<file path="config.mk">
export PLATFORM = sky130hd
export DESIGN_NAME = trip_timer_with_idle_timeout
export DESIGN_NICKNAME = d
export VERILOG_FILES = /design/src/sv/tripto_pkg.sv /design/src/sv/trip_timer_with_idle_timeout.sv
export SDC_FILE = /design/constraint.sdc
export NUM_CORES = 1
export LEC_CHECK = 0
export ABC_AREA = 0
export BUFFER_PORTS_ARGS = -buffer_cell sky130_fd_sc_hd__clkbuf_2
export CORE_MARGIN = 4
export CORE_UTILIZATION = 40
export CTS_CLUSTER_DIAMETER = 80
export CTS_CLUSTER_SIZE = 20
export DETAILED_ROUTE_END_ITERATION = 8
export GPL_TIMING_DRIVEN = 0
export REMOVE_ABC_BUFFERS = 1
export SYNTH_ARGS = -nofsm -noshare
export SYNTH_HDL_FRONTEND = slang
export SYNTH_SLANG_ARGS = --single-unit
</file>
<file path="constraint.sdc">
create_clock -name clk -period 12.48 [get_ports clk]
set_input_delay 1.248 -clock clk [delete_from_list [all_inputs] [get_ports clk]]
set_output_delay 1.248 -clock clk [all_outputs]
set_load 0.05 [all_outputs]
</file>
<file path="src/sv/tripto_pkg.sv">
// ----------------------------------------------------------------------------
// Trip timer package
// Item types, event codes, register indexes and register reset values.
// ----------------------------------------------------------------------------
package tripto_pkg;

    // Event codes carried in the op field.
    localparam logic [1:0] OP_BEGIN  = 2'd0;
    localparam logic [1:0] OP_REPORT = 2'd1;
    localparam logic [1:0] OP_TICK   = 2'd2;

    // Configuration register indexes.
    localparam int unsigned CFG_IDX_W = 3;
    localparam int unsigned CFG_DATA_W = 32;
    localparam logic [CFG_IDX_W-1:0] REG_RESTORE_VALID     = 3'd0;
    localparam logic [CFG_IDX_W-1:0] REG_RESTORED_TRAVEL   = 3'd1;
    localparam logic [CFG_IDX_W-1:0] REG_STOP_SPEED        = 3'd2;
    localparam logic [CFG_IDX_W-1:0] REG_SAVE_SPEED        = 3'd3;
    localparam logic [CFG_IDX_W-1:0] REG_FUEL_THRESHOLD    = 3'd4;
    localparam logic [CFG_IDX_W-1:0] REG_TIMEOUT           = 3'd5;
    localparam logic [CFG_IDX_W-1:0] REG_RESTORE_LIMIT     = 3'd6;
    localparam logic [CFG_IDX_W-1:0] REG_SAVE_INTERVAL     = 3'd7;

    // Register values after reset.
    localparam logic [15:0] STOP_SPEED_RST        = 16'd50;
    localparam logic [15:0] SAVE_SPEED_RST        = 16'd200;
    localparam logic [15:0] FUEL_THRESHOLD_RST    = 16'd10;
    localparam logic [31:0] TIMEOUT_MS_RST        = 32'd7200000;
    localparam logic [31:0] RESTORE_LIMIT_SEC_RST = 32'd7200;
    localparam logic [31:0] SAVE_INTERVAL_MS_RST  = 32'd30000;

    typedef struct packed {
        logic [1:0]  op;
        logic [31:0] now_ms;
        logic [15:0] speed;
        logic [15:0] fuel_rate;
        logic [31:0] stand_time_sec;
        logic        stand_time_bad;
    } evt_t;

    typedef struct packed {
        logic        handled;
        logic [31:0] travel_time_ms;
        logic        restored;
        logic        trip_cleared;
        logic        save_stopped;
        logic        save_cleared;
        logic        awaiting_report;
    } res_t;

endpackage

</file>
<file path="src/sv/trip_timer_with_idle_timeout.sv">
// ----------------------------------------------------------------------------
// Trip timer with idle timeout
// Keeps the travel time of one trip, restores or clears it at start-up and
// clears it after the vehicle has stood idle too long.
// ----------------------------------------------------------------------------
// Usage. Events arrive on the evt channel (evt_valid, evt_stall, evt) and an
// item is taken at a rising edge where evt_valid is high and evt_stall low.
// Every event yields exactly one result item on the res channel (res_valid,
// res_stall, res), taken on the same rule. The result of an event is computed
// in the cycle it is accepted and appears in the output register in the next
// cycle, and one event can be accepted in every cycle while the receiver does
// not stall; the result is set by the single pass through the tick arithmetic
// (one subtract, one add and the wrapped compares) into the result register.
// If the receiver stalls while a result is waiting, evt_stall is raised in
// the same cycle and the waiting result holds; as soon as the result is taken
// a new event is accepted again in that same cycle.
// The configuration port (cfg_we, cfg_index, cfg_data) writes one register
// per cycle with no wait; the user must write it only while the block is idle,
// as the block does not enforce this. Reset puts every register but res_reg at
// its reset value, empties the output register and awaits the stand-time report.
// ----------------------------------------------------------------------------
module trip_timer_with_idle_timeout (
    input  logic                                clk,
    input  logic                                rst_n,
    input  logic                                evt_valid,
    output logic                                evt_stall,
    input  tripto_pkg::evt_t                    evt,
    output logic                                res_valid,
    input  logic                                res_stall,
    output tripto_pkg::res_t                    res,
    input  logic                                cfg_we,
    input  logic [tripto_pkg::CFG_IDX_W-1:0]    cfg_index,
    input  logic [tripto_pkg::CFG_DATA_W-1:0]   cfg_data
);
    import tripto_pkg::*;

    // Configuration registers.
    logic        restore_valid_reg;
    logic [31:0] restored_travel_reg;
    logic [15:0] stop_speed_reg;
    logic [15:0] save_speed_reg;
    logic [15:0] fuel_threshold_reg;
    logic [31:0] timeout_ms_reg;
    logic [31:0] restore_limit_reg;
    logic [31:0] save_interval_reg;

    // Trip state.
    logic        awaiting_reg,      awaiting_next;
    logic [31:0] base_travel_reg,   base_travel_next;
    logic [31:0] session_start_reg, session_start_next;
    logic [31:0] idle_start_reg,    idle_start_next;
    logic [31:0] last_save_reg,     last_save_next;
    logic        stop_saved_reg,    stop_saved_next;
    logic        running_reg,       running_next;
    logic [31:0] travel_now_reg,    travel_now_next;

    // Output register.
    logic        res_valid_reg;
    res_t        res_reg, res_next;

    logic        evt_accept;
    logic        active;
    logic        stopped;
    logic        restore_ok;
    logic [31:0] session_elapsed;
    logic [31:0] idle_eff;
    logic [31:0] idle_elapsed;
    logic [31:0] save_elapsed;

    // The output register frees itself in the cycle its result is taken, so
    // the input only waits while a result is held back by the receiver.
    assign evt_stall  = res_valid_reg & res_stall;
    assign evt_accept = evt_valid & ~evt_stall;
    assign res_valid  = res_valid_reg;
    assign res        = res_reg;

    assign active     = (evt.speed > stop_speed_reg) || (evt.fuel_rate > fuel_threshold_reg);
    assign stopped    = evt.speed < save_speed_reg;
    assign restore_ok = restore_valid_reg && !evt.stand_time_bad
                        && (evt.stand_time_sec <= restore_limit_reg);

    // Time since the current running session began; all differences wrap.
    assign session_elapsed = evt.now_ms - session_start_reg;
    // A moving tick restarts the idle clock before the timeout is checked.
    assign idle_eff     = active ? evt.now_ms : idle_start_reg;
    assign idle_elapsed = evt.now_ms - idle_eff;
    assign save_elapsed = evt.now_ms - last_save_reg;

    always_comb
    begin
        awaiting_next      = awaiting_reg;
        base_travel_next   = base_travel_reg;
        session_start_next = session_start_reg;
        idle_start_next    = idle_start_reg;
        last_save_next     = last_save_reg;
        stop_saved_next    = stop_saved_reg;
        running_next       = running_reg;
        travel_now_next    = travel_now_reg;
        res_next           = '0;

        case (evt.op)
            OP_BEGIN:
            begin
                travel_now_next    = '0;
                base_travel_next   = '0;
                session_start_next = evt.now_ms;
                idle_start_next    = evt.now_ms;
                running_next       = 1'b0;
                stop_saved_next    = 1'b0;
                last_save_next     = '0;
                awaiting_next      = 1'b1;
            end
            OP_REPORT:
            begin
                if (awaiting_reg)
                begin
                    res_next.handled   = 1'b1;
                    session_start_next = evt.now_ms;
                    idle_start_next    = evt.now_ms;
                    running_next       = 1'b0;
                    awaiting_next      = 1'b0;
                    if (restore_ok)
                    begin
                        travel_now_next   = restored_travel_reg;
                        base_travel_next  = restored_travel_reg;
                        res_next.restored = 1'b1;
                    end
                    else
                    begin
                        // Clear the trip without asking for a save.
                        travel_now_next       = '0;
                        base_travel_next      = '0;
                        stop_saved_next       = 1'b0;
                        last_save_next        = '0;
                        res_next.trip_cleared = 1'b1;
                    end
                end
            end
            OP_TICK:
            begin
                if (!awaiting_reg)
                begin
                    if (active)
                    begin
                        if (!running_reg)
                        begin
                            session_start_next = evt.now_ms;
                            running_next       = 1'b1;
                            travel_now_next    = base_travel_reg;
                        end
                        else
                        begin
                            travel_now_next = base_travel_reg + session_elapsed;
                        end
                        idle_start_next = evt.now_ms;
                    end
                    else
                    begin
                        if (running_reg)
                        begin
                            base_travel_next = base_travel_reg + session_elapsed;
                            travel_now_next  = base_travel_reg + session_elapsed;
                            running_next     = 1'b0;
                        end
                        else
                        begin
                            travel_now_next = base_travel_reg;
                        end
                    end

                    if (!stopped)
                    begin
                        stop_saved_next = 1'b0;
                        last_save_next  = '0;
                    end
                    else
                    begin
                        if (!stop_saved_reg || (save_elapsed >= save_interval_reg))
                        begin
                            res_next.save_stopped = 1'b1;
                            stop_saved_next       = 1'b1;
                            last_save_next        = evt.now_ms;
                        end
                        if (idle_elapsed >= timeout_ms_reg)
                        begin
                            // Idle too long: clear the trip and save it cleared.
                            travel_now_next       = '0;
                            base_travel_next      = '0;
                            session_start_next    = evt.now_ms;
                            idle_start_next       = evt.now_ms;
                            running_next          = 1'b0;
                            stop_saved_next       = 1'b0;
                            last_save_next        = '0;
                            res_next.trip_cleared = 1'b1;
                            res_next.save_cleared = 1'b1;
                            res_next.handled      = 1'b1;
                        end
                    end
                end
            end
            default:
            begin
                // The unused code leaves the state alone.
            end
        endcase

        res_next.travel_time_ms  = travel_now_next;
        res_next.awaiting_report = awaiting_next;
    end

    // Configuration writes.
    always_ff @(posedge clk or negedge rst_n)
    begin
        if (!rst_n)
        begin
            restore_valid_reg   <= 1'b0;
            restored_travel_reg <= '0;
            stop_speed_reg      <= STOP_SPEED_RST;
            save_speed_reg      <= SAVE_SPEED_RST;
            fuel_threshold_reg  <= FUEL_THRESHOLD_RST;
            timeout_ms_reg      <= TIMEOUT_MS_RST;
            restore_limit_reg   <= RESTORE_LIMIT_SEC_RST;
            save_interval_reg   <= SAVE_INTERVAL_MS_RST;
        end
        else if (cfg_we)
        begin
            unique case (cfg_index)
                REG_RESTORE_VALID:   restore_valid_reg   <= cfg_data[0];
                REG_RESTORED_TRAVEL: restored_travel_reg <= cfg_data;
                REG_STOP_SPEED:      stop_speed_reg      <= cfg_data[15:0];
                REG_SAVE_SPEED:      save_speed_reg      <= cfg_data[15:0];
                REG_FUEL_THRESHOLD:  fuel_threshold_reg  <= cfg_data[15:0];
                REG_TIMEOUT:         timeout_ms_reg      <= cfg_data;
                REG_RESTORE_LIMIT:   restore_limit_reg   <= cfg_data;
                REG_SAVE_INTERVAL:   save_interval_reg   <= cfg_data;
                default:             restore_valid_reg   <= restore_valid_reg;
            endcase
        end
    end

    // Trip state, updated once per accepted item.
    always_ff @(posedge clk or negedge rst_n)
    begin
        if (!rst_n)
        begin
            awaiting_reg      <= 1'b1;
            base_travel_reg   <= '0;
            session_start_reg <= '0;
            idle_start_reg    <= '0;
            last_save_reg     <= '0;
            stop_saved_reg    <= 1'b0;
            running_reg       <= 1'b0;
            travel_now_reg    <= '0;
        end
        else if (evt_accept)
        begin
            awaiting_reg      <= awaiting_next;
            base_travel_reg   <= base_travel_next;
            session_start_reg <= session_start_next;
            idle_start_reg    <= idle_start_next;
            last_save_reg     <= last_save_next;
            stop_saved_reg    <= stop_saved_next;
            running_reg       <= running_next;
            travel_now_reg    <= travel_now_next;
        end
    end

    // Output register: loads on every accepted item, empties when taken.
    always_ff @(posedge clk or negedge rst_n)
    begin
        if (!rst_n)
        begin
            res_valid_reg <= 1'b0;
        end
        else if (evt_accept)
        begin
            res_valid_reg <= 1'b1;
        end
        else if (!res_stall)
        begin
            res_valid_reg <= 1'b0;
        end
    end

    always_ff @(posedge clk)
    begin
        if (evt_accept)
        begin
            res_reg <= res_next;
        end
    end

`ifndef SYNTHESIS
    // A begin always leaves the trip empty and waiting for the report.
    a_begin_waits: assert property (@(posedge clk) disable iff (!rst_n)
        evt_accept && (evt.op == OP_BEGIN)
        |=> awaiting_reg && res_valid && res.awaiting_report && (res.travel_time_ms == '0))
        else $error("begin did not leave the block waiting with an empty trip");

    // A report taken while waiting is always resolved and ends the wait.
    a_report_resolves: assert property (@(posedge clk) disable iff (!rst_n)
        evt_accept && (evt.op == OP_REPORT) && awaiting_reg
        |=> !awaiting_reg && res.handled && (res.restored != res.trip_cleared))
        else $error("report while waiting was not resolved exactly one way");

    // A tick while waiting changes nothing and raises no flag.
    a_tick_waiting_idle: assert property (@(posedge clk) disable iff (!rst_n)
        evt_accept && (evt.op == OP_TICK) && awaiting_reg
        |=> awaiting_reg && !res.handled && !res.trip_cleared && !res.save_stopped
            && ($past(travel_now_reg) == travel_now_reg))
        else $error("tick while waiting changed the trip");
`endif

endmodule
</file>
# Yosys cells after proc, flatten, opt, wreduce, memory -nomap -nowiden
# Cells that the tools add are included.
# totals
output_inout_bits,40
wordCells,134
in_bits,139
register_bits,379
# op_classes
reduce_logical,21
muxes,60
eq_ne,14
n_bitwise,5
addsub,4
order_cmp,6
# ops
cell,n
$mux 32,27
$pmux 32 s3,5
$sub 32x32->32,3
$ge 32x32->1,2
$add 32x32->32,1
$gt 16x16->1,2
$le 32x32->1,1
$mux 1,21
$reduce_and 2->1,9
$lt 16x16->1,1
$eq 3x3->1 const B,4
$eq 3x2->1 const B,2
$mux 3,2
$ne 2x2->1 const B,3
$pmux 1 s2,3
$pmux 1 s3,2
$reduce_and 6->1,1
$ne 4x4->1 const B,1
$reduce_and 4->1,1
$eq 3x1->1 const B,1
$logic_not 3->1,1
$not 1->1,3
$reduce_bool 3->1,1
$reduce_or 3->1,1
other kinds (8),12

# Longest topological paths before layout
# Gate-level depths: netlist of the first run.
# depth
ltp_word,9
depth_mapped,39
depth_no_buf,35

# Least setup slack after synthesis of the first run
# Ideal clock, no wire load.
# synth_timing
path_kind,in2reg
startpoint,input evt[40] (netlist name)
endpoint,register base_travel_reg[15]
path_slack_ns,3.625
path_stages,38
t_arrival_ns,8.714
n_path_buf,5
path_cell_list,ha_1 > and4_1 > a2111oi_1 > nor4_1 > a2111o_1 > a22oi_4 > buf_6 > clkbuf_1 > clkbuf_1 > nand2_1 > o21ai_0 > ha_1 > inv_1 > ha_1 > a2111oi_0 > nor2_1 > maj3_2 > maj3_2 > [... 2 more ...] > o21ai_1 > o21a_1 > o21bai_1 > a21o_1 > xor2_1 > ha_1 > nand4_1 > nor2_1 > o2111ai_1 > o221ai_1 > o2111ai_1 > a311oi_1 > nand2b_1 > clkbuf_1 > buf_1 > nor2_1 > a21oi_1 > o22ai_1
# synth_via
elab_chain_len,9
# synth_lines
item,line_no,rtl
from (decl),trip_timer_with_idle_timeout.sv:27,"input tripto_pkg::evt_t evt,"
$gt 16x16->1 *,trip_timer_with_idle_timeout.sv:77,assign active = (evt.speed > stop_speed_reg) || (evt.fuel_rate > fuel_threshold_reg);
$logic_or 1x1->1 *,trip_timer_with_idle_timeout.sv:77,
$mux 32,trip_timer_with_idle_timeout.sv:85,assign idle_eff = active ? evt.now_ms : idle_start_reg;
$sub 32x32->32,trip_timer_with_idle_timeout.sv:86,assign idle_elapsed = evt.now_ms - idle_eff;
$ge 32x32->1,trip_timer_with_idle_timeout.sv:184,if (idle_elapsed >= timeout_ms_reg)
$mux 32,trip_timer_with_idle_timeout.sv:184,
$mux 32 *,trip_timer_with_idle_timeout.sv:171,if (!stopped)
$mux 32 *,trip_timer_with_idle_timeout.sv:141,if (!awaiting_reg)
$pmux 32 s3 *,trip_timer_with_idle_timeout.sv:101,case (evt.op)
to (signal assigned),trip_timer_with_idle_timeout.sv:258,base_travel_reg <= base_travel_next;
to (decl),trip_timer_with_idle_timeout.sv:49,"logic [31:0] base_travel_reg, base_travel_next;"
# Mark *: on every way between the ends. The rest lies on a longest branch, timed or not. The select of a mux whose other input is x is not followed.
# A chain may end at the register's enable or synchronous reset.

# Worst setup path in the final report of the first run
# layout_timing
startpoint,input evt[56] (netlist name)
endpoint,register base_travel_reg[21]
# layout_via
elab_chain_len,9
# layout_lines
item,line_no
$gt 16x16->1,trip_timer_with_idle_timeout.sv:77
$logic_or 1x1->1,trip_timer_with_idle_timeout.sv:77
$mux 32,trip_timer_with_idle_timeout.sv:85
$sub 32x32->32,trip_timer_with_idle_timeout.sv:86
$ge 32x32->1,trip_timer_with_idle_timeout.sv:184
$mux 32,trip_timer_with_idle_timeout.sv:184
$mux 32 *,trip_timer_with_idle_timeout.sv:171
$mux 32 *,trip_timer_with_idle_timeout.sv:141
$pmux 32 s3 *,trip_timer_with_idle_timeout.sv:101
# Marks and branches as above.

==> results of run 1 <==
-- path summary, 6_finish.rpt --
check                             startpoint                   to  slack (ps)  depth (start not counted)
setup / recovery                     evt[56]  base_travel_reg[21]        1330                         35
hold / removal             travel_now_reg[5]    travel_now_reg[5]         480                          2
setup reg to reg           stop_speed_reg[5]  base_travel_reg[21]        1620                         35
hold reg to reg            travel_now_reg[5]    travel_now_reg[5]         480                          2
max in group asynchronous              rst_n    stop_speed_reg[9]       10620                          3
min in group asynchronous              rst_n   travel_now_reg[30]         510                          1
-- power by group --
group	internal, µW	switching [µW]
Sequential	1550	184
Combinational	1200	1640
Clock	495	517
-- worst max-delay path: cells and delay by family --
kind,cells,cell delay [ps]
muxes,1,380
and+or+nand+nor,9,2790
AOI/OAI and AO/OA,14,4750
adders and majority gates,6,1860
xor gates and xnor gates,1,80
buffers and inverters,4,490
-- cell families (layout without fill, tap and decap cells) --
family	Yosys count	after routing	share of synthesized area [%]
compound gates	733	733	18.7
xor+xnor	89	89	3.14
fa+ha+maj	272	272	14.6
buf+inv	452	614	6.87
flops	379	379	39.1
mux	166	166	7.47
other cells	0	5	0
simple gates	537	537	10.1
-- Yosys cell counts (30+ instances only) --
cell type | count | share of area, %
ha_1 | 236 | 12
nand2_1 | 230 | 3.5
nand3_1 | 56 | 1.1
nand4_1 | 30 | 0.76
edfxtp_1 | 38 | 4.6
a22oi_1 | 37 | 1.1
mux2_2 | 151 | 6.8
dfstp_2 | 31 | 3.3
a21o_1 | 98 | 3.0
dfrtp_1 | 310 | 31
a21oi_1 | 173 | 3.5
fa_1 | 32 | 2.6
nor2_1 | 99 | 1.5
xnor2_1 | 66 | 2.3
clkbuf_1 | 90 | 1.4
o21ai_0 | 240 | 4.8
inv_1 | 353 | 5.3
-- through the flow --
step	setup TNS (ps)	util [%]	setup WS, ps	hold WS [ps]
3_5_place_dp	0	43.7	902	470
4_1_cts	0	45.3	1440	476
5_1_grt	0	45.4	550	489
6_report	0	45.4	1330	485
2_1_floorplan	0	-	169	450
3_3_place_gp	-334290	42.9	-8360	460
-- routing by layer --
layer / global-route usage [%] / vias to the layer above / share of wire (%)
met5: 0 / - / 0
met4: 5.30 / 0 / 2.5
met1: 29.3 / 9505 / 47
li1: - / 9453 / -
met3: 2.45 / 100 / 4.9
met2: 32.7 / 478 / 46
-- placed cells by master (no fill, tap or decap), drive strengths merged, types with 7 or more instances in the layout --
| cell | Yosys | final |
|---|---|---|
| nor3 | 15 | 15 |
| o21ai | 249 | 249 |
| o22ai | 16 | 16 |
| a222oi | 9 | 9 |
| a21oi | 175 | 175 |
| dfstp | 31 | 31 |
| a21o | 98 | 98 |
| fa | 32 | 32 |
| nand4 | 30 | 30 |
| o21bai | 19 | 19 |
| nand3 | 56 | 56 |
| a32oi | 7 | 7 |
| nor2 | 99 | 99 |
| nor2b | 22 | 22 |
| nand2 | 230 | 230 |
| clkinv | 1 | 7 |
| mux2 | 152 | 152 |
| clkbuf | 90 | 215 |
| xor2 | 23 | 23 |
| a22oi | 38 | 38 |
| nand2b | 24 | 24 |
| o21a | 13 | 13 |
| or2 | 8 | 8 |
| a2111oi | 11 | 11 |
| o31ai | 8 | 8 |
| dfrtp | 310 | 310 |
| a21boi | 7 | 7 |
| edfxtp | 38 | 38 |
| buf | 7 | 27 |
| mux2i | 14 | 14 |
| ha | 236 | 236 |
| and2 | 8 | 8 |
| and3 | 17 | 17 |
| a211oi | 18 | 18 |
| xnor2 | 66 | 66 |
| a31oi | 11 | 11 |
| inv | 354 | 362 |
-- area by class of cell --
type	count	area, µm²
Fill cell	5849	33700
Multi-Input combinational cell	1797	13500
Sequential cell	379	9710
Antenna cell	5	12.5
Tap cell	837	1050
Clock buffer	37	756
Clock inverter	17	236
Timing Repair Buffer	205	1350
Inverter	355	1330
==> summary.md, run 1 <==
| Metric | Value |
|---|---|
| Status | finished, final reports clean |
| Final HPWL DP | 53,100 µm |
| Post-synth EDFFs | 38 |
| Core Area | 61,600 µm² |
| CTS Buffer Depth | 3 |
| Inst Count DP | 3,573 |
| P&R area growth vs syn | 12.4% |
| Setup Buffers After CTS | 0 |
| Post-Syn Area | 24,900 µm² |
| # clock sinks | 379 |
| Synth Register Bits | 379 |
| Post-synth ARST share | 90.0% |
| Row count | 91 |
| Final Cycle Share | 89.3% |
| Die Span Y | 257 µm |
| Dpl cell area | 26,900 µm² |
| Top FF cell, synth | dfrtp_1 |
| CTS tree | done |
| Top achievable clock speed | 89.7 MHz |
| Synthesized instance count | 2,628 |
| First-pass iteration count of the detailed router | 8 |
| Final Skew | 27.3 ps |
| Critical Path Max Stage Delay | 960 ps |
| Initial core utilization | 40.4% |
| Crit path top cell by count | ha_1 |
| Fin cells | 3,632 |
| Post-CTS sizing | 0 |
| Synth cell types | 89 |
| Final wirelength | 68,500 µm |
| Max-cap violations | 0 |
| Io pins | 179 |
| Total number of H-tree levels | 1 |
| Final setup viols | 0 |
| GRT Total Usage | 20.3% |
| Design area | 27,900 µm² |
| GP Congestion | 0.891 |
| Vias in the first global route | 19,581 |
| Hold_buf cts | 0 |
| WL/cell | 18.9 µm |
| Die Area | 66,200 µm² |
| CP endpoint kind | register |
| CP required | 12,950 ps |
| Crit path DAT | 11,620 ps |
| Share of layout cells above drive strength 1 | 17.3% |
| Total Power | 5580 µW |
| IO buf count | 178 |
| VDD IR-drop max | 0.123 mV |
| Initial antenna violation count | 6 |
| Slew @ Worst Pin | 1290 ps |
| Total CTS buffers | 29 |
| DRC | 0 |
| Final min period | 11,150 ps |
| Largest net degree at the start of global routing | 112 |
| Final Hold Fails | 0 |
| P_leak | 0.0132 µW |
| PD cells | 200 nW/µm² |
| Slew Limit Fails | 0 |
| Max FFs per register | 38 |
| Post-synthesis sequential area ratio | 39.1% |
| Vias | 19,536 |
| Worst skew pair latency | 600 ps |
| Crit path max-delay cell type | nand2b_1 |
| Final nets | 3,174 |
| Synth warn | 0 |
| 1st-iter DRT viols | 1,383 |
| Crit-path max FO | 23 |
| RSZ-0062 raised after global routing | false |
| Gr ovfl total | 0 |
| CTS clk-pin slew, worst paths | 80 ps |
| Startpoint Class | input port |
| Avg Cell Area, Syn | 9.46 µm² |
| Min-delay worst type | reg2reg |
| Via density | 5.38 |
| First-pass GRT wire length | 109,000 µm |
| Max_slew headroom | 12.6% |
| Die width | 257 µm |
| Root Driver | clkbuf_16 |
| Antenna Nets Post-Route | 0 |
| CP Class | in2reg |
(Power assumes the default switching activity.)
==> run 2: changes to the inputs <==
==> constraint.sdc (replaced) <==
create_clock -name clk -period 12.48 [get_ports clk]
set_input_delay 3.744 -clock clk [delete_from_list [all_inputs] [get_ports clk]]
set_output_delay 3.744 -clock clk [all_outputs]
set_load 0.05 [all_outputs]
==> run 2 against run 1 <==
  * Sequential cell count did not move
  * Combinational power rose by 1%
  * Core utilization rose by 0.18 points
  * Clock skew barely moved
  * First-iteration DRC count fell by 1.1%
  * Clock power barely moved
  * Worst hold slack got worse by 1.1 ps
  * Largest cell class unchanged
==> summary.md, run 2 (synthesis results as in run 1) <==
| Metric | Value |
|---|---|
| Status | finished, final reports clean (unchanged) |
| Gr ovfl total | 0 (unchanged) |
| Crit path top cell by count | ha_1 (unchanged) |
| Total number of H-tree levels | 1 (unchanged) |
| Final wirelength | 68,700 µm (was 68,500 µm) |
| Final nets | 3,182 (was 3,174) |
| GP Congestion | 0.891 (unchanged) |
| Dpl cell area | 26,900 µm² (unchanged) |
| Final HPWL DP | 53,100 µm (unchanged) |
| Worst skew pair latency | 600 ps (about the same) |
| R2R Path Start | stop_speed_reg[5] (unchanged) |
| Design area | 28,100 µm² (was 27,900 µm²) |
| Most common cell after layout, fill and taps aside | inv_1 (unchanged) |
| Core Area | 61,600 µm² (unchanged) |
| Hold Path Depth | 2 (unchanged) |
| DRC | 0 (unchanged) |
| Die Area | 66,200 µm² (unchanged) |
| P_leak | 0.0132 µW (about the same) |
| First-pass iteration count of the detailed router | 7 (was 8) |
| Max-cap violations | 0 (unchanged) |
| Vias in the first global route | 19,591 (was 19,581) |
| Hold WS | 484 ps (was 485 ps) |
| CTS tree | done (unchanged) |
| Final Skew | 27.6 ps (was 27.3 ps) |
| Root Driver | clkbuf_16 (unchanged) |
| Final min period | 11,940 ps (was 11,150 ps) |
| WL/cell | 18.9 µm (about the same) |
| Final setup viols | 0 (unchanged) |
| Initial antenna violation count | 6 (unchanged) |
| IO buf count | 178 (unchanged) |
| Row count | 91 (unchanged) |
| Slew @ Worst Pin | 1380 ps (was 1290 ps) |
| Die Span Y | 257 µm (unchanged) |
| Final Hold Fails | 0 (unchanged) |
| Bufs and invs on worst path | 4 (unchanged) |
| FF-to-FF path depth | 36 (was 35) |
| Antenna Nets Post-Route | 0 (unchanged) |
| VDD IR-drop max | 0.123 mV (about the same) |
| Slew Limit Fails | 0 (unchanged) |
| Vias | 19,557 (was 19,536) |
| Hold wc startpoint | travel_now_reg[4] (was travel_now_reg[5]) |
| CP Class | in2reg (unchanged) |
| Max FFs per register | 38 (unchanged) |
| Total Power | 5620 µW (was 5580 µW) |
| GRT Total Usage | 20.3% (about the same) |
| Largest net degree at the start of global routing | 112 (unchanged) |
| Initial core utilization | 40.4% (unchanged) |
| First-pass GRT wire length | 109,000 µm (about the same) |
| Setup WS pre-CTS | -1590 ps (was 902 ps) |
| Top achievable clock speed | 83.7 MHz (was 89.7 MHz) |
| Final setup TNS | 0 ps (unchanged) |
| Critical Path Max Stage Delay | 560 ps (was 960 ps) |
| Max_slew headroom | 6.71% (was 12.6%) |
| Min-delay worst type | reg2reg (unchanged) |
| Final Cycle Share | 95.7% (was 89.3%) |
| CP required | 12,800 ps (was 12,950 ps) |
| CP endpoint kind | register (unchanged) |
| Total CTS buffers | 29 (unchanged) |
| Startpoint Class | input port (unchanged) |
| Crit path max-delay cell type | or4_4 (was nand2b_1) |
| Die width | 257 µm (unchanged) |
| RSZ-0062 raised after global routing | false (unchanged) |
| # clock sinks | 379 (unchanged) |
| CP top delay family | compound AO/OA/AOI/OAI gates (unchanged) |
| Io pins | 179 (unchanged) |
| Hold EP | travel_now_reg[4] (was travel_now_reg[5]) |
| CTS clk-pin slew, worst paths | 80 ps (about the same) |
| Worst r2r dst | res[30] (was base_travel_reg[21]) |
| Worst Slack Setup Final | 539 ps (was 1330 ps) |
| Crit path DAT | 12,260 ps (was 11,620 ps) |
| 1st-iter DRT viols | 1,368 (was 1,383) |
| Commonest non-fill, non-tap cells in the layout | 353 x inv_1, 309 x dfrtp_1, 239 x o21ai_0 (unchanged) |
| CTS Buffer Depth | 3 (unchanged) |
| Crit-path max FO | 18 (was 23) |
| Via density | 5.37 (was 5.38) |
| PD cells | 200 nW/µm² (about the same) |
| Share of layout cells above drive strength 1 | 17.7% (was 17.3%) |
| P&R area growth vs syn | 12.9% (was 12.4%) |
| Flop2flop setup slack | 3320 ps (was 1620 ps) |
==> run 2: metrics by stage <==
step                instances  utilization [%]
finish                   3640             45.5
CTS                      3628             45.4
floorplan                2531                -
global route             3640             45.5
detailed placement       3573             43.7
global placement         3546             42.9
==> run 2: final cells by class <==
| class | count | area [µm²] |
|---|---|---|
| repair buffers | 212 | 1410 |
| well taps | 837 | 1050 |
| flip-flops and latches | 379 | 9710 |
| diodes | 5 | 12.5 |
| clock buffers | 37 | 756 |
| multi-input cells | 1798 | 13500 |
| clock inverters | 17 | 236 |
| inverters | 355 | 1330 |
| fillers | 5842 | 33500 |
==> run 2: routing by layer <==
layer  vias up  global-route usage (%)  wire length, µm
met5         -                       0                0
met1      9520                    29.2            32300
met3        97                    2.45             3430
met2       476                    32.8            31200
li1       9464                       -                -
met4         0                    5.24             1780
==> run 2: what timing repair did <==
item                                    4_1_cts  5_1_grt
pin swaps                                     1        3
resized for setup                             4        4
endpoints found under the setup margin      129      130
gates cloned                                  0        1
setup buffers                                 1        6
hold buffers                                  0        0
==> run 2: worst register-to-register path: cells and delay by family (launching register included) <==
family | cells | cell delay (ps)
DFF | 1 | 530
and+or+nand+nor | 10 | 2060
AOI/OAI and AO/OA | 14 | 3570
adders and majority gates | 6 | 1780
muxes | 1 | 370
xor gates and xnor gates | 1 | 80
buffers and inverters | 4 | 500
==> run 2: report_power, final <==
group	total [µW]	leakage (µW)	internal, µW	switching, µW
clock	1010	0.000476	495	517
combinational	2870	0.00811	1220	1650
sequential	1730	0.00463	1550	183
total	5620	0.0132	3270	2350
==> run 2: worst max-delay path by stage <==
stage	from	endpoint	slack, ps	cells past startpoint
finish	evt[56]	res[30]	540	36
global route	evt[56]	res[30]	10	37
CTS	evt[56]	res[30]	110	35
detailed placement	evt[56]	base_travel_reg[21]	-1590	35
global placement	evt[56]	stop_saved_reg	-10850	32
floorplan	evt[40]	stop_saved_reg	-2330	32
==> run 3: changes to the inputs <==
--- a/config.mk
+++ b/config.mk
@@ -13,7 +13,9 @@
 export CTS_CLUSTER_SIZE = 20
 export DETAILED_ROUTE_END_ITERATION = 8
 export GPL_TIMING_DRIVEN = 0
+export PLACE_DENSITY = 0.64
 export REMOVE_ABC_BUFFERS = 1
+export SETUP_SLACK_MARGIN = 0.02
 export SYNTH_ARGS = -nofsm -noshare
 export SYNTH_HDL_FRONTEND = slang
 export SYNTH_SLANG_ARGS = --single-unit
==> run 3 against run 2 <==
  * Largest cell class unchanged
  * Combinational power hardly changed
  * Worst hold slack worse by 1.3 ps
  * Sequential power about the same
  * First-iteration DRC count increased by 15%
  * Die area unchanged
==> summary.md, run 3 (synthesis results as in run 1) <==
| Metric | Value |
|---|---|
| Slew Limit Fails | 0 (unchanged) |
| Critical Path Max Stage Delay | 570 ps (was 560 ps) |
| Row count | 91 (unchanged) |
| FF-to-FF path depth | 36 (unchanged) |
| CP top delay family | compound AO/OA/AOI/OAI gates (unchanged) |
| Largest net degree at the start of global routing | 110 (was 112) |
| Vias | 19,705 (was 19,557) |
| Min-delay worst type | reg2reg (unchanged) |
| First-pass iteration count of the detailed router | 6 (was 7) |
| Startpoint Class | input port (unchanged) |
| Final min period | 11,900 ps (was 11,940 ps) |
| CTS tree | done (unchanged) |
| DRC | 0 (unchanged) |
| IO buf count | 178 (unchanged) |
| Final Hold Fails | 0 (unchanged) |
| Bufs and invs on worst path | 3 (was 4) |
| Crit path max-delay cell type | or4_4 (unchanged) |
| Root Driver | clkbuf_16 (unchanged) |
| Hold_buf cts | 0 (unchanged) |
| Worst r2r dst | res[30] (unchanged) |
| Crit path top cell by count | ha_1 (unchanged) |
| Psw | 2310 µW (was 2350 µW) |
| First-pass GRT wire length | 107,000 µm (was 109,000 µm) |
| P_leak | 0.0131 µW (was 0.0132 µW) |
| Vias in the first global route | 19,877 (was 19,591) |
| Crit-path max FO | 18 (unchanged) |
| Seq pwr share | 31.6% (was 30.9%) |
| Die Area | 66,200 µm² (unchanged) |
| Gr ovfl total | 0 (unchanged) |
| Top achievable clock speed | 84.1 MHz (was 83.7 MHz) |
| Worst setup path end | res[30] (unchanged) |
| Total CTS buffers | 26 (was 29) |
| Share of layout cells above drive strength 1 | 17.2% (was 17.7%) |
| Final nets | 3,172 (was 3,182) |
| Clock group share of total power | 16.4% (was 18.0%) |
| Final setup viols | 0 (unchanged) |
| P&R area growth vs syn | 11.9% (was 12.9%) |
| Status | finished, final reports clean (unchanged) |
| Max FFs per register | 38 (unchanged) |
| GRT Total Usage | 20.0% (was 20.3%) |
| PD cells | 198 nW/µm² (was 200 nW/µm²) |
| Critical Path Start | evt[56] (unchanged) |
| Worst skew pair latency | 590 ps (was 600 ps) |
| Commonest non-fill, non-tap cells in the layout | 353 x inv_1, 309 x dfrtp_1, 240 x o21ai_0 (was 353 x inv_1, 309 x dfrtp_1, 239 x o21ai_0) |
| Initial core utilization | 40.4% (unchanged) |
| Power Internal | 3190 µW (was 3270 µW) |
| Final setup TNS | 0 ps (unchanged) |
| Most common cell after layout, fill and taps aside | inv_1 (unchanged) |
| Max_slew headroom | 11.0% (was 6.71%) |
| Flop2flop setup slack | 3420 ps (was 3320 ps) |
| Io pins | 179 (unchanged) |
| CP Depth | 36 (unchanged) |
| Final wirelength | 67,700 µm (was 68,700 µm) |
| Die width | 257 µm (unchanged) |
| Crit path DAT | 12,280 ps (was 12,260 ps) |
| CP endpoint kind | register (unchanged) |
| Via density | 5.44 (was 5.37) |
| # clock sinks | 379 (unchanged) |
| RSZ-0062 raised after global routing | false (unchanged) |
| Antenna Nets Post-Route | 0 (unchanged) |
| GP Congestion | 0.905 (was 0.891) |
| VDD IR-drop max | 0.119 mV (was 0.123 mV) |
| 1st-iter DRT viols | 1,572 (was 1,368) |
| Final HPWL DP | 52,400 µm (was 53,100 µm) |
| Switch share | 42.0% (was 41.9%) |
| CP required | 12,870 ps (was 12,800 ps) |
| Die Span Y | 257 µm (unchanged) |
| Slew @ Worst Pin | 1320 ps (was 1380 ps) |
| Max-cap violations | 0 (unchanged) |
| Final Skew | 25.9 ps (was 27.6 ps) |
| WL/cell | 18.7 µm (was 18.9 µm) |
| Combinational Power Share | 52.0% (was 51.1%) |
| Fillers | 5,798 (was 5,842) |
| Design area | 27,800 µm² (was 28,100 µm²) |
| Core Area | 61,600 µm² (unchanged) |
| CTS clk-pin slew, worst paths | 90 ps (was 80 ps) |
| Total number of H-tree levels | 1 (unchanged) |
| CP Class | in2reg (unchanged) |
| Dpl cell area | 26,900 µm² (about the same) |
| R2R Path Start | stop_speed_reg[5] (unchanged) |
| Final Cycle Share | 95.3% (was 95.7%) |
| CTS Buffer Depth | 3 (unchanged) |
| Initial antenna violation count | 6 (unchanged) |
## run 3: cell count changes in the layout (fill, tap and decap cells not counted), sizes merged
cell / change
buf: -6
inv: -6
clkinvlp: +2
diode: -2
nand2b: -1
clkinv: -1
bufinv: -1
## run 3: how the worst min path moves through the flow
stage	start	end	slack, ps	cells after the start
after detailed placement	travel_now_reg[8]	travel_now_reg[8]	470	2
after global placement	travel_now_reg[15]	travel_now_reg[15]	460	2
after CTS	travel_now_reg[0]	travel_now_reg[0]	490	2
final	travel_now_reg[0]	travel_now_reg[0]	480	2
after floorplan	idle_start_reg[0]	idle_start_reg[0]	450	2
after global routing	travel_now_reg[5]	travel_now_reg[5]	510	2
## run 3: per-stage QoR
step	worst slack, ps	util (%)	power, µW	hold WS, ps	std cells
global placement	-10910	42.9	4390	461	3546
global route	140	45.1	5940	506	3625
floorplan	-2330	-	3800	450	2531
CTS	124	45.1	5490	486	3620
detailed placement	-1040	43.7	4550	470	3572
finish	584	45.1	5500	483	3625
## run 3: repair_timing
item                       in CTS  in global routing
gates resized for setup         3                  4
pin swaps                       0                  1
setup endpoints to repair      70                 28
buffers inserted                0                  2
## run 3: per-layer routing
layer	global-route usage, %	part of all wire, %	wire length [µm]
met1	27.8	45	30700
met2	33.0	46	31100
met3	1.91	5.5	3690
met4	6.61	3.3	2220
met5	0	0	0
## run 3: power groups by stage
| stage | logic [µW] | registers, µW | clock network, µW |
|---|---|---|---|
| final | 2860 | 1740 | 905 |
| after global routing | 3190 | 1770 | 979 |
| after CTS | 2820 | 1730 | 931 |
| after detailed placement | 2800 | 1760 | 0 |
| after global placement | 2630 | 1760 | 0 |
| after floorplan | 2050 | 1750 | 0 |
## run 3: worst min-delay path: cells and delay by family, from the launching register on
family	cells	cell delay, ps
and+or+nand+nor	1	40
AOI/OAI and AO/OA	1	60
DFF	1	340
## run 3: layout make-up
| cell class | instances | area, µm² | area share (%) |
|---|---|---|---|
| tap | 837 | 1050 | 3.77 |
| clock inverter | 11 | 133 | 0.477 |
| sequential | 379 | 9710 | 34.9 |
| antenna | 3 | 7.51 | 0.0270 |
| clock buffer | 37 | 713 | 2.56 |
| timing repair buffer | 206 | 1330 | 4.80 |
| inverter | 355 | 1330 | 4.79 |
| multi-input combinational | 1797 | 13500 | 48.6 |
